## src/rtl/core/assert_macros.svh

```systemverilog
// assertion macros of the scheduler rtl
// no dependencies; included by atss_dp, which checks its own logic
`ifndef ASSERT_MACROS_SVH
`define ASSERT_MACROS_SVH

// property holds at every rising clock edge outside reset
`define AST_ALWAYS(lbl, clk, rst_n, prop, msg) \
    lbl: assert property (@(posedge clk) disable iff (!rst_n) (prop)) else $error(msg);

// antecedent implies consequent on the following edge
`define AST_NEXT(lbl, clk, rst_n, ante, cons, msg) \
    lbl: assert property (@(posedge clk) disable iff (!rst_n) (ante) |=> (cons)) else $error(msg);

`endif

```

## src/rtl/core/atss_pkg.sv

```systemverilog
// types and constants of the aging task state scheduler
// no dependencies; used by atss_ctrl, atss_dp and the top level
package atss_pkg;

    localparam int TASKS_DEF    = 32;
    localparam int AGE_BITS_DEF = 16;
    localparam int NUM_W        = 16;
    localparam int SLOT_W       = 5;
    localparam int ST_W         = 3;
    localparam int RSN_W        = 3;
    localparam int STS_W        = 2;

    // slot states
    localparam logic [ST_W-1:0] ST_EMPTY     = 3'd0;
    localparam logic [ST_W-1:0] ST_RUNNING   = 3'd1;
    localparam logic [ST_W-1:0] ST_RUNNABLE  = 3'd2;
    localparam logic [ST_W-1:0] ST_STOPPED   = 3'd3;
    localparam logic [ST_W-1:0] ST_WAITSLEEP = 3'd4;
    localparam logic [ST_W-1:0] ST_SLEEP     = 3'd5;
    localparam logic [ST_W-1:0] ST_EXITED    = 3'd6;

    // stop reasons
    localparam logic [RSN_W-1:0] RSN_PREEMPT = 3'd0;
    localparam logic [RSN_W-1:0] RSN_EXIT    = 3'd1;
    localparam logic [RSN_W-1:0] RSN_WAIT    = 3'd2;
    localparam logic [RSN_W-1:0] RSN_SEGV    = 3'd3;
    localparam logic [RSN_W-1:0] RSN_STOP    = 3'd4;
    localparam logic [RSN_W-1:0] RSN_SLEEP   = 3'd5;

    // result status
    localparam logic [STS_W-1:0] STS_OK    = 2'd0;
    localparam logic [STS_W-1:0] STS_FULL  = 2'd1;
    localparam logic [STS_W-1:0] STS_NORUN = 2'd2;
    localparam logic [STS_W-1:0] STS_NONE  = 2'd3;

    // operations
    localparam logic OP_SUBMIT   = 1'b0;
    localparam logic OP_SCHEDULE = 1'b1;

    typedef struct packed {
        logic capture;
        logic find;
        logic retire;
        logic wake;
        logic age;
        logic pick;
        logic load;
    } t_dp_cmd;

    typedef struct packed {
        logic find_hit;
        logic find_last;
        logic exit_wake;
        logic wake_last;
        logic age_end;
        logic out_free;
    } t_dp_stat;

endpackage

```

## src/rtl/core/aging_task_state_scheduler.sv

```systemverilog
// Longest-wait-first task scheduler over a table of TASKS slots. One item is
// worked at a time by a sequencer that walks the slot table and the runnable
// queue one entry per cycle. A submit walks the slots up to the lowest empty
// one (all TASKS slots when the table is full). A schedule retires the running
// task, searches all TASKS slots for sleepers when it exits, then ages the
// runnable queue and picks its oldest entry. The result sits in an output
// register, so a new item is taken while the previous result waits downstream.
// depends on atss_pkg, atss_ctrl and atss_dp
module aging_task_state_scheduler #(
    parameter int TASKS    = atss_pkg::TASKS_DEF,
    parameter int AGE_BITS = atss_pkg::AGE_BITS_DEF
) (
    input  logic                          i_clk,
    input  logic                          i_rst_n,
    input  logic                          i_valid,
    output logic                          o_ready,
    input  logic                          i_op,
    input  logic [atss_pkg::NUM_W-1:0]    i_task_num,
    input  logic [atss_pkg::RSN_W-1:0]    i_stop_reason,
    input  logic [atss_pkg::NUM_W-1:0]    i_wait_task_num,
    output logic                          o_valid,
    input  logic                          i_ready,
    output logic [atss_pkg::STS_W-1:0]    o_status,
    output logic [atss_pkg::SLOT_W-1:0]   o_submit_slot,
    output logic [atss_pkg::SLOT_W-1:0]   o_chosen_slot,
    output logic                          o_chosen_valid,
    output logic [31:0]                   o_switch_count
);

    atss_pkg::t_dp_cmd  w_cmd;
    atss_pkg::t_dp_stat w_stat;

    atss_ctrl u_ctrl (
        .i_clk   (i_clk),
        .i_rst_n (i_rst_n),
        .i_valid (i_valid),
        .i_op    (i_op),
        .o_ready (o_ready),
        .o_cmd   (w_cmd),
        .i_stat  (w_stat)
    );

    atss_dp #(
        .TASKS    (TASKS),
        .AGE_BITS (AGE_BITS)
    ) u_dp (
        .i_clk           (i_clk),
        .i_rst_n         (i_rst_n),
        .i_cmd           (w_cmd),
        .o_stat          (w_stat),
        .i_task_num      (i_task_num),
        .i_stop_reason   (i_stop_reason),
        .i_wait_task_num (i_wait_task_num),
        .i_ready         (i_ready),
        .o_valid         (o_valid),
        .o_status        (o_status),
        .o_submit_slot   (o_submit_slot),
        .o_chosen_slot   (o_chosen_slot),
        .o_chosen_valid  (o_chosen_valid),
        .o_switch_count  (o_switch_count)
    );

endmodule

```

## src/rtl/core/atss_ctrl.sv

```systemverilog
// sequencer of the aging task state scheduler
// depends on atss_pkg; drives atss_dp through command and status structs
module atss_ctrl (
    input  logic                i_clk,
    input  logic                i_rst_n,
    input  logic                i_valid,
    input  logic                i_op,
    output logic                o_ready,
    output atss_pkg::t_dp_cmd   o_cmd,
    input  atss_pkg::t_dp_stat  i_stat
);

    typedef enum logic [6:0] {
        S_IDLE   = 7'b0000001,
        S_FIND   = 7'b0000010,
        S_RETIRE = 7'b0000100,
        S_WAKE   = 7'b0001000,
        S_AGE    = 7'b0010000,
        S_PICK   = 7'b0100000,
        S_DONE   = 7'b1000000
    } t_state;

    t_state r_state;
    t_state n_state;

    always_ff @(posedge i_clk) begin
        if (!i_rst_n) begin
            r_state <= S_IDLE;
        end else begin
            r_state <= n_state;
        end
    end

    always_comb begin
        n_state = r_state;
        o_cmd   = '0;
        o_ready = 1'b0;
        unique case (r_state)
            S_IDLE: begin
                o_ready = 1'b1;
                if (i_valid) begin
                    o_cmd.capture = 1'b1;
                    n_state = (i_op == atss_pkg::OP_SUBMIT) ? S_FIND : S_RETIRE;
                end
            end
            S_FIND: begin
                o_cmd.find = 1'b1;
                if (i_stat.find_hit || i_stat.find_last) begin
                    n_state = S_DONE;
                end
            end
            S_RETIRE: begin
                o_cmd.retire = 1'b1;
                n_state = i_stat.exit_wake ? S_WAKE : S_AGE;
            end
            S_WAKE: begin
                o_cmd.wake = 1'b1;
                if (i_stat.wake_last) begin
                    n_state = S_AGE;
                end
            end
            S_AGE: begin
                o_cmd.age = 1'b1;
                if (i_stat.age_end) begin
                    n_state = S_PICK;
                end
            end
            S_PICK: begin
                o_cmd.pick = 1'b1;
                n_state = S_DONE;
            end
            S_DONE: begin
                if (i_stat.out_free) begin
                    o_cmd.load = 1'b1;
                    n_state = S_IDLE;
                end
            end
            default: begin
                n_state = S_IDLE;
            end
        endcase
    end

endmodule

```

## src/rtl/core/atss_dp.sv

```systemverilog
// slot table, runnable queue and result register of the scheduler
// depends on atss_pkg and assert_macros.svh; sequenced by atss_ctrl
`include "assert_macros.svh"

module atss_dp #(
    parameter int TASKS    = atss_pkg::TASKS_DEF,
    parameter int AGE_BITS = atss_pkg::AGE_BITS_DEF
) (
    input  logic                              i_clk,
    input  logic                              i_rst_n,
    input  atss_pkg::t_dp_cmd                 i_cmd,
    output atss_pkg::t_dp_stat                o_stat,
    input  logic [atss_pkg::NUM_W-1:0]        i_task_num,
    input  logic [atss_pkg::RSN_W-1:0]        i_stop_reason,
    input  logic [atss_pkg::NUM_W-1:0]        i_wait_task_num,
    input  logic                              i_ready,
    output logic                              o_valid,
    output logic [atss_pkg::STS_W-1:0]        o_status,
    output logic [atss_pkg::SLOT_W-1:0]       o_submit_slot,
    output logic [atss_pkg::SLOT_W-1:0]       o_chosen_slot,
    output logic                              o_chosen_valid,
    output logic [31:0]                       o_switch_count
);

    localparam int IDX_W = (TASKS > 1) ? $clog2(TASKS) : 1;
    localparam int CNT_W = $clog2(TASKS + 1);
    localparam int EXT_W = IDX_W + atss_pkg::SLOT_W;
    localparam logic [AGE_BITS-1:0] AGE_MAX = '1;

    // slot table
    logic [atss_pkg::ST_W-1:0]  r_st     [TASKS];
    logic [atss_pkg::NUM_W-1:0] r_number [TASKS];
    logic [atss_pkg::NUM_W-1:0] r_wait   [TASKS];
    logic [AGE_BITS-1:0]        r_age    [TASKS];
    // runnable queue in insertion order
    logic [IDX_W-1:0]           r_q      [TASKS];
    logic [CNT_W-1:0]           r_q_cnt;

    logic [CNT_W-1:0]           r_idx;
    logic                       r_run_vld;
    logic [IDX_W-1:0]           r_run_slot;
    logic                       r_had;
    logic [31:0]                r_total;
    logic [atss_pkg::NUM_W-1:0] r_tnum;
    logic [atss_pkg::RSN_W-1:0] r_reason;
    logic [atss_pkg::NUM_W-1:0] r_wnum;
    logic [atss_pkg::NUM_W-1:0] r_exit_num;
    logic                       r_best_vld;
    logic [IDX_W-1:0]           r_best;
    logic [AGE_BITS-1:0]        r_best_age;
    logic [IDX_W-1:0]           r_best_pos;
    logic [atss_pkg::STS_W-1:0] r_res_status;
    logic [IDX_W-1:0]           r_res_sub;
    logic [IDX_W-1:0]           r_res_chosen;
    logic                       r_res_cv;
    logic                       r_o_valid;
    logic [atss_pkg::STS_W-1:0] r_o_status;
    logic [atss_pkg::SLOT_W-1:0] r_o_sub;
    logic [atss_pkg::SLOT_W-1:0] r_o_chosen;
    logic                       r_o_cv;
    logic [31:0]                r_o_total;

    logic [IDX_W-1:0]           w_i;
    logic [IDX_W-1:0]           w_qs;
    logic [AGE_BITS-1:0]        w_age_inc;
    logic                       w_age_act;
    logic                       w_wake_hit;
    logic                       w_better;
    logic [EXT_W-1:0]           w_sub_ext;
    logic [EXT_W-1:0]           w_chosen_ext;

    // single write port per table column
    logic                       w_st_we;
    logic [IDX_W-1:0]           w_st_idx;
    logic [atss_pkg::ST_W-1:0]  w_st_val;
    logic                       w_age_we;
    logic [IDX_W-1:0]           w_age_idx;
    logic [AGE_BITS-1:0]        w_age_val;
    logic                       w_wt_we;
    logic [IDX_W-1:0]           w_wt_idx;
    logic [atss_pkg::NUM_W-1:0] w_wt_val;
    logic                       w_app;
    logic [IDX_W-1:0]           w_app_slot;
    logic                       w_take;

    assign w_i       = r_idx[IDX_W-1:0];
    assign w_qs      = r_q[w_i];
    assign w_age_act = (r_idx != r_q_cnt);
    assign w_age_inc = (r_age[w_qs] == AGE_MAX) ? r_age[w_qs] : r_age[w_qs] + 1'b1;
    assign w_better  = !r_best_vld || (w_age_inc > r_best_age);
    assign w_wake_hit = (r_st[w_i] == atss_pkg::ST_WAITSLEEP) && (r_wait[w_i] == r_exit_num);
    assign w_take    = i_cmd.pick && r_best_vld;
    assign w_sub_ext    = EXT_W'(r_res_sub);
    assign w_chosen_ext = EXT_W'(r_res_chosen);

    assign o_stat.find_hit  = (r_st[w_i] == atss_pkg::ST_EMPTY);
    assign o_stat.find_last = (w_i == IDX_W'(TASKS - 1));
    assign o_stat.exit_wake = r_run_vld && (r_reason == atss_pkg::RSN_EXIT);
    assign o_stat.wake_last = (w_i == IDX_W'(TASKS - 1));
    assign o_stat.age_end   = !w_age_act;
    assign o_stat.out_free  = !r_o_valid || i_ready;

    always_comb begin
        w_st_we    = 1'b0;
        w_st_idx   = w_i;
        w_st_val   = atss_pkg::ST_RUNNABLE;
        w_age_we   = 1'b0;
        w_age_idx  = w_i;
        w_age_val  = '0;
        w_wt_we    = 1'b0;
        w_wt_idx   = w_i;
        w_wt_val   = '0;
        w_app      = 1'b0;
        w_app_slot = w_i;
        if (i_cmd.find && o_stat.find_hit) begin
            w_st_we  = 1'b1;
            w_age_we = 1'b1;
            w_wt_we  = 1'b1;
            w_app    = 1'b1;
        end
        if (i_cmd.retire && r_run_vld) begin
            w_st_we    = 1'b1;
            w_st_idx   = r_run_slot;
            w_age_idx  = r_run_slot;
            w_wt_idx   = r_run_slot;
            w_app_slot = r_run_slot;
            case (r_reason) inside
                atss_pkg::RSN_EXIT, atss_pkg::RSN_SEGV: w_st_val = atss_pkg::ST_EXITED;
                atss_pkg::RSN_WAIT: begin
                    w_st_val = atss_pkg::ST_WAITSLEEP;
                    w_wt_we  = 1'b1;
                    w_wt_val = r_wnum;
                end
                atss_pkg::RSN_STOP:  w_st_val = atss_pkg::ST_STOPPED;
                atss_pkg::RSN_SLEEP: w_st_val = atss_pkg::ST_SLEEP;
                default: begin
                    w_age_we = 1'b1;
                    w_app    = 1'b1;
                end
            endcase
        end
        if (i_cmd.wake && w_wake_hit) begin
            w_st_we  = 1'b1;
            w_age_we = 1'b1;
            w_wt_we  = 1'b1;
            w_app    = 1'b1;
        end
        if (i_cmd.age && w_age_act) begin
            w_age_we  = 1'b1;
            w_age_idx = w_qs;
            w_age_val = w_age_inc;
        end
        if (w_take) begin
            w_st_we  = 1'b1;
            w_st_idx = r_best;
            w_st_val = atss_pkg::ST_RUNNING;
        end
    end

    // control state
    always_ff @(posedge i_clk) begin
        if (!i_rst_n) begin
            for (int k = 0; k < TASKS; k++) begin
                r_st[k] <= atss_pkg::ST_EMPTY;
            end
            r_q_cnt   <= '0;
            r_run_vld <= 1'b0;
            r_total   <= '0;
            r_o_valid <= 1'b0;
        end else begin
            if (w_st_we) begin
                r_st[w_st_idx] <= w_st_val;
            end
            if (w_app) begin
                r_q_cnt <= r_q_cnt + 1'b1;
            end else if (w_take) begin
                r_q_cnt <= r_q_cnt - 1'b1;
            end
            if (i_cmd.retire) begin
                r_run_vld <= 1'b0;
            end else if (w_take) begin
                r_run_vld <= 1'b1;
            end
            if (w_take) begin
                r_total <= r_total + 32'd1;
            end
            if (i_cmd.load) begin
                r_o_valid <= 1'b1;
            end else if (i_ready) begin
                r_o_valid <= 1'b0;
            end
        end
    end

    // payload
    always_ff @(posedge i_clk) begin
        if (w_app) begin
            r_q[r_q_cnt[IDX_W-1:0]] <= w_app_slot;
        end
        if (w_take) begin
            // close the gap left by the chosen entry
            for (int k = 0; k < TASKS - 1; k++) begin
                if (IDX_W'(k) >= r_best_pos) begin
                    r_q[k] <= r_q[k + 1];
                end
            end
        end
        if (i_cmd.find && o_stat.find_hit) begin
            r_number[w_i] <= r_tnum;
        end
        if (w_age_we) begin
            r_age[w_age_idx] <= w_age_val;
        end
        if (w_wt_we) begin
            r_wait[w_wt_idx] <= w_wt_val;
        end

        if (i_cmd.capture) begin
            r_tnum       <= i_task_num;
            r_reason     <= i_stop_reason;
            r_wnum       <= i_wait_task_num;
            r_idx        <= '0;
            r_best_vld   <= 1'b0;
            r_res_status <= atss_pkg::STS_OK;
            r_res_sub    <= '0;
            r_res_chosen <= '0;
            r_res_cv     <= 1'b0;
        end
        if (i_cmd.find) begin
            r_idx <= r_idx + 1'b1;
            if (o_stat.find_hit) begin
                r_res_sub <= w_i;
            end else if (o_stat.find_last) begin
                r_res_status <= atss_pkg::STS_FULL;
            end
        end
        if (i_cmd.retire) begin
            r_had      <= r_run_vld;
            r_idx      <= '0;
            r_exit_num <= r_number[r_run_slot];
        end
        if (i_cmd.wake) begin
            r_idx <= o_stat.wake_last ? '0 : r_idx + 1'b1;
        end
        if (i_cmd.age && w_age_act) begin
            r_idx <= r_idx + 1'b1;
            if (w_better) begin
                r_best_vld <= 1'b1;
                r_best     <= w_qs;
                r_best_age <= w_age_inc;
                r_best_pos <= w_i;
            end
        end
        if (i_cmd.pick) begin
            if (!r_had) begin
                r_res_status <= atss_pkg::STS_NORUN;
            end else if (!r_best_vld) begin
                r_res_status <= atss_pkg::STS_NONE;
            end
            if (r_best_vld) begin
                r_run_slot   <= r_best;
                r_res_chosen <= r_best;
                r_res_cv     <= 1'b1;
            end
        end
        if (i_cmd.load) begin
            r_o_status <= r_res_status;
            r_o_sub    <= w_sub_ext[atss_pkg::SLOT_W-1:0];
            r_o_chosen <= w_chosen_ext[atss_pkg::SLOT_W-1:0];
            r_o_cv     <= r_res_cv;
            r_o_total  <= r_total;
        end
    end

    assign o_valid        = r_o_valid;
    assign o_status       = r_o_status;
    assign o_submit_slot  = r_o_sub;
    assign o_chosen_slot  = r_o_chosen;
    assign o_chosen_valid = r_o_cv;
    assign o_switch_count = r_o_total;

    `AST_ALWAYS(a_q_bound, i_clk, i_rst_n, r_q_cnt <= CNT_W'(TASKS), "queue count beyond table size")
    `AST_NEXT(a_take_runs, i_clk, i_rst_n, w_take, r_run_vld && (r_total == $past(r_total) + 32'd1), "switch not recorded")
    `AST_NEXT(a_retire_clears, i_clk, i_rst_n, i_cmd.retire, !r_run_vld, "running task not retired")

endmodule

```

## config.mk

```make
export PLATFORM = sky130hd
export DESIGN_NAME = aging_task_state_scheduler
export DESIGN_NICKNAME = d
export VERILOG_FILES = /design/src/rtl/core/atss_pkg.sv /design/src/rtl/core/aging_task_state_scheduler.sv /design/src/rtl/core/atss_ctrl.sv /design/src/rtl/core/atss_dp.sv
export VERILOG_INCLUDE_DIRS = /design/src /design/src/rtl/core
export SDC_FILE = /design/constraint.sdc
export NUM_CORES = 2
export LEC_CHECK = 0
export ABC_AREA = 1
export BUFFER_PORTS_ARGS = -buffer_cell sky130_fd_sc_hd__buf_2
export CORE_MARGIN = 2
export CORE_UTILIZATION = 39
export CTS_CLUSTER_SIZE = 25
export DETAILED_ROUTE_END_ITERATION = 8
export PLACE_DENSITY = 0.5
export SYNTH_ARGS = -nofsm -noshare
export SYNTH_HDL_FRONTEND = slang
export SYNTH_SLANG_ARGS = --single-unit
```

## constraint.sdc

```tcl
create_clock -name i_clk -period 9.2 [get_ports i_clk]
set_input_delay 0 -clock i_clk [delete_from_list [all_inputs] [get_ports i_clk]]
set_output_delay 0 -clock i_clk [all_outputs]
set_load 0.01 [all_outputs]
```

==> reports/results.ini <==
[drt]
dr.pass1.iters = 6
vias = 56600
drt_iter0_drc = 6251
drc = 0
viasPerCell = 5.64
drt_wl_total_mm = 258
ant_nets = 0
wire_per_inst_um = 25.8

[die]
num_io_pins = 87
core_area_um2 = 212000
die_area_um2 = 218000
initial_utilization = 0.393
rows = 169
fp.dieH_um = 466
die_w_um = 466

[yosys]
syn_avg_cell_area_um2 = 12.0
synth_fp_nets = 7040
synthDistinctLibCells = 62
synth_edf_count = 1926
synth_cells = 6972
synth-warning-count = 0
synth_ff_type = edfxtp_1
yosysSeqAreaShare = 0.709
ys_ff_latch = 1992
synthesis.area_um2 = 83400
async_flop_share = 0

[flow_run]
maxCapViolations = 0

[min_path]
hp-class = input pin to flop

[finish]
area_delta_synth_final_pct = 13.0
fin_area_um2 = 94200
layout-drive-gt1-share = 0.0971
finalNonFillerCells = 10000
nFillCells = 19600
final_nets = 7095

[status]
status = finished, final reports clean

[grt]
grt_use_met1 = 0.326
busiest_layer = met2
grt_first_pass_wirelength_mm = 376
grtUsageMet2 = 0.367
antenna_found_initial = 6
met3_usage = 0.0333
grt_start_max_net_pins = 190
grt_pass1_vias = 53900
track_usage = 0.233
grt_overflow = 0

[sta]
slew_headroom = 0.117
rsz0062_at_grt = false
min_period_over_period = 0.815
setup_viol = 0
timing.fmax_mhz = 133
period_minus_slack_ps = 7500
layout_setup_ws_ps = 1700
fin_hold_ws_ps = 174
finalSetupTns_ps = 0
fin_skew_ps = 65.2
slew_violations = 0
finalHoldViolCount = 0
tightestPinTransition_ps = 1310

[clock_tree]
clockBufferDepth = 3
numCtsBuffers = 212
cts.htree.levels = 4
clockRootBuffer = clkbuf_16
cts_resized = 0
clock_latency_ps = 880
clkSlewWorstSetupHoldPaths_ps = 60
cts_sinks = 1992
cts_tree = yes

[power]
p_per_area_nw_per_um2 = 318
p_leak_nw = 30.3
ir_worst_vdd_mv = 0.437

[critical_path]
cp_slowest_cell = buf_4
cp_data_arrival_time_ps = 8010
crit_path_frequent_cell = nand3_1
start_kind = flop
cp_data_required_time_ps = 9710
crit_fanout = 57
worstSetupPathType = flop to flop
cp-end-kind = flop
r2r_slack_ps = 1700
cpPeakStageDelay_ps = 740

[place]
routabilityCongestion = 0.873
post-place-cells = 9558
place_area_um2 = 86700
port_buffers = 86
dp_hpwl_mm = 151
dp_slack_ps = 1760

## where the power goes
| part | switching [mW] | leakage [nW] | internal [mW] |
|---|---|---|---|
| logic | 8.12 | 11.0 | 2.88 |
| clock network | 3.65 | 3.31 | 4.73 |
| registers | 0.209 | 15.9 | 10.3 |
| total | 12.0 | 30.3 | 18.0 |
## metal layers
metal | share of wire | vias to the layer above
li1 | - | 25700
met1 | 0.43 | 28400
met2 | 0.46 | 2095
met3 | 0.065 | 387
met4 | 0.038 | 0
met5 | 0 | -
## final timing paths
| kind | start | to | cells after the start |
|---|---|---|---|
| max | flop | u_dp.r_best[2] | 29 |
| min | i_ready | u_dp.o_valid | 5 |
| max reg2reg | flop | u_dp.r_best[2] | 29 |
| min reg2reg | u_dp.r_res_chosen[2] | u_dp.o_chosen_slot[2] | 0 |
## kinds of logic after synthesis
kind of cell             count (synthesis)  share of synthesized area
AO/OA/AOI/OAI                         1251                     0.0891
XOR/XNOR                                39                    0.00410
adder cells (fa/ha/maj)                 28                    0.00429
buffers and inverters                  702                     0.0396
flip-flops                            1992                      0.709
multiplexers                             7                   0.000945
AND/OR/NAND/NOR                       2953                      0.153
## cell usage after synthesis, types with 3 or more instances
library cell | n | share of area
edfxtp_1 | 1926 | 0.69
nand3_1 | 952 | 0.057
nor2_1 | 917 | 0.041
nand2_1 | 867 | 0.039
o21ai_0 | 684 | 0.041
clkbuf_1 | 229 | 0.010
inv_1 | 201 | 0.0090
o221ai_1 | 201 | 0.021
buf_2 | 151 | 0.0091
a21oi_1 | 147 | 0.0088
nor3_1 | 136 | 0.0082
dfxtp_1 | 66 | 0.016
o22ai_1 | 66 | 0.0050
buf_6 | 47 | 0.0063
o21ai_1 | 33 | 0.0020
nand4_1 | 32 | 0.0024
buf_4 | 31 | 0.0028
o211ai_1 | 30 | 0.0027
xor2_1 | 28 | 0.0029
ha_1 | 27 | 0.0041
buf_1 | 22 | 0.00099
o31ai_1 | 19 | 0.0017
a31oi_1 | 17 | 0.0013
a32oi_1 | 13 | 0.0014
xnor2_1 | 11 | 0.0012
nor4_1 | 10 | 0.00075
inv_2 | 9 | 0.00041
a21oi_2 | 8 | 0.00084
clkinv_1 | 8 | 0.00036
nand2_2 | 8 | 0.00060
mux2_2 | 7 | 0.00095
o21a_1 | 6 | 0.00054
or2_2 | 6 | 0.00045
o21ai_2 | 5 | 0.00053
a211oi_1 | 3 | 0.00027
a22oi_1 | 3 | 0.00027
a31o_2 | 3 | 0.00032
and3_1 | 3 | 0.00023
nand3_2 | 3 | 0.00036
nor2_2 | 3 | 0.00023
nor2_4 | 3 | 0.00041
o22a_1 | 3 | 0.00032
or2_1 | 3 | 0.00023
## registers in the layout (all words and copies together) (netlist names), 6 cells and up, named ones only
register,flops
u_ctrl.r_state,7
u_dp.o_switch_count,32
u_dp.r_age,512
u_dp.r_best_age,16
u_dp.r_exit_num,16
u_dp.r_idx,6
u_dp.r_number,512
u_dp.r_q,160
u_dp.r_q_cnt,6
u_dp.r_st,96
u_dp.r_tnum,16
u_dp.r_total,32
u_dp.r_wait,512
u_dp.r_wnum,16
## per-stage QoR
| stage | utilization | total power, mW |
|---|---|---|
| 4_1_cts | 0.444 | 30.1 |
| 3_5_place_dp | 0.408 | 21.7 |
| 2_1_floorplan | - | 18.0 |
| 5_1_grt | 0.444 | 31.5 |
| 6_report | 0.444 | 29.9 |
| 3_3_place_gp | 0.408 | 21.7 |
## layout make-up
| class | instances | area [um2] | area share |
|---|---|---|---|
| Tap cell | 2821 | 3530 | 0.0375 |
| Clock inverter | 103 | 956 | 0.0101 |
| Antenna cell | 5 | 12.5 | 0.000133 |
| Inverter | 220 | 852 | 0.00904 |
| Clock buffer | 295 | 5840 | 0.0619 |
| Multi-Input combinational cell | 4278 | 21300 | 0.226 |
| Timing Repair Buffer | 323 | 2550 | 0.0271 |
| Sequential cell | 1992 | 59200 | 0.628 |
## layout by cell type (no fill, tap or decap), types with 10 or more instances in the layout
cell type      count
edfxtp_1        1926
nand3_1          952
nand2_1          863
nor2_1           847
o21ai_0          683
clkbuf_16        213
o221ai_1         201
inv_1            198
buf_4            148
a21oi_1          140
nor3_1           135
buf_2             87
dlygate4sd3_1     75
o22ai_1           66
dfxtp_1           62
clkbuf_1          62
nor2_2            61
clkinv_1          51
nand4_1           32
clkinv_2          31
o211ai_1          30
o21ai_1           29
xor2_1            28
ha_1              27
clkbuf_8          20
o31ai_1           19
a31oi_1           17
nor2_4            15
a21oi_2           15
a32oi_1           13
buf_12            12
xnor2_1           11
inv_2             10
bufinv_16         10
## repair_timing
item | 4_1_cts | 5_1_grt
hold endpoints to repair | 212 | 0
hold buffers | 75 | 0
setup buffers | 0 | 0
## worst max-delay path: cells and delay by family, from the launching register on
family / cells / cell delay [ps]
buf+inv: 8 / 2700
fa+ha+maj: 2 / 620
compound gates: 2 / 200
flops: 1 / 510
simple gates: 17 / 2950
(Power assumes the default switching activity.)
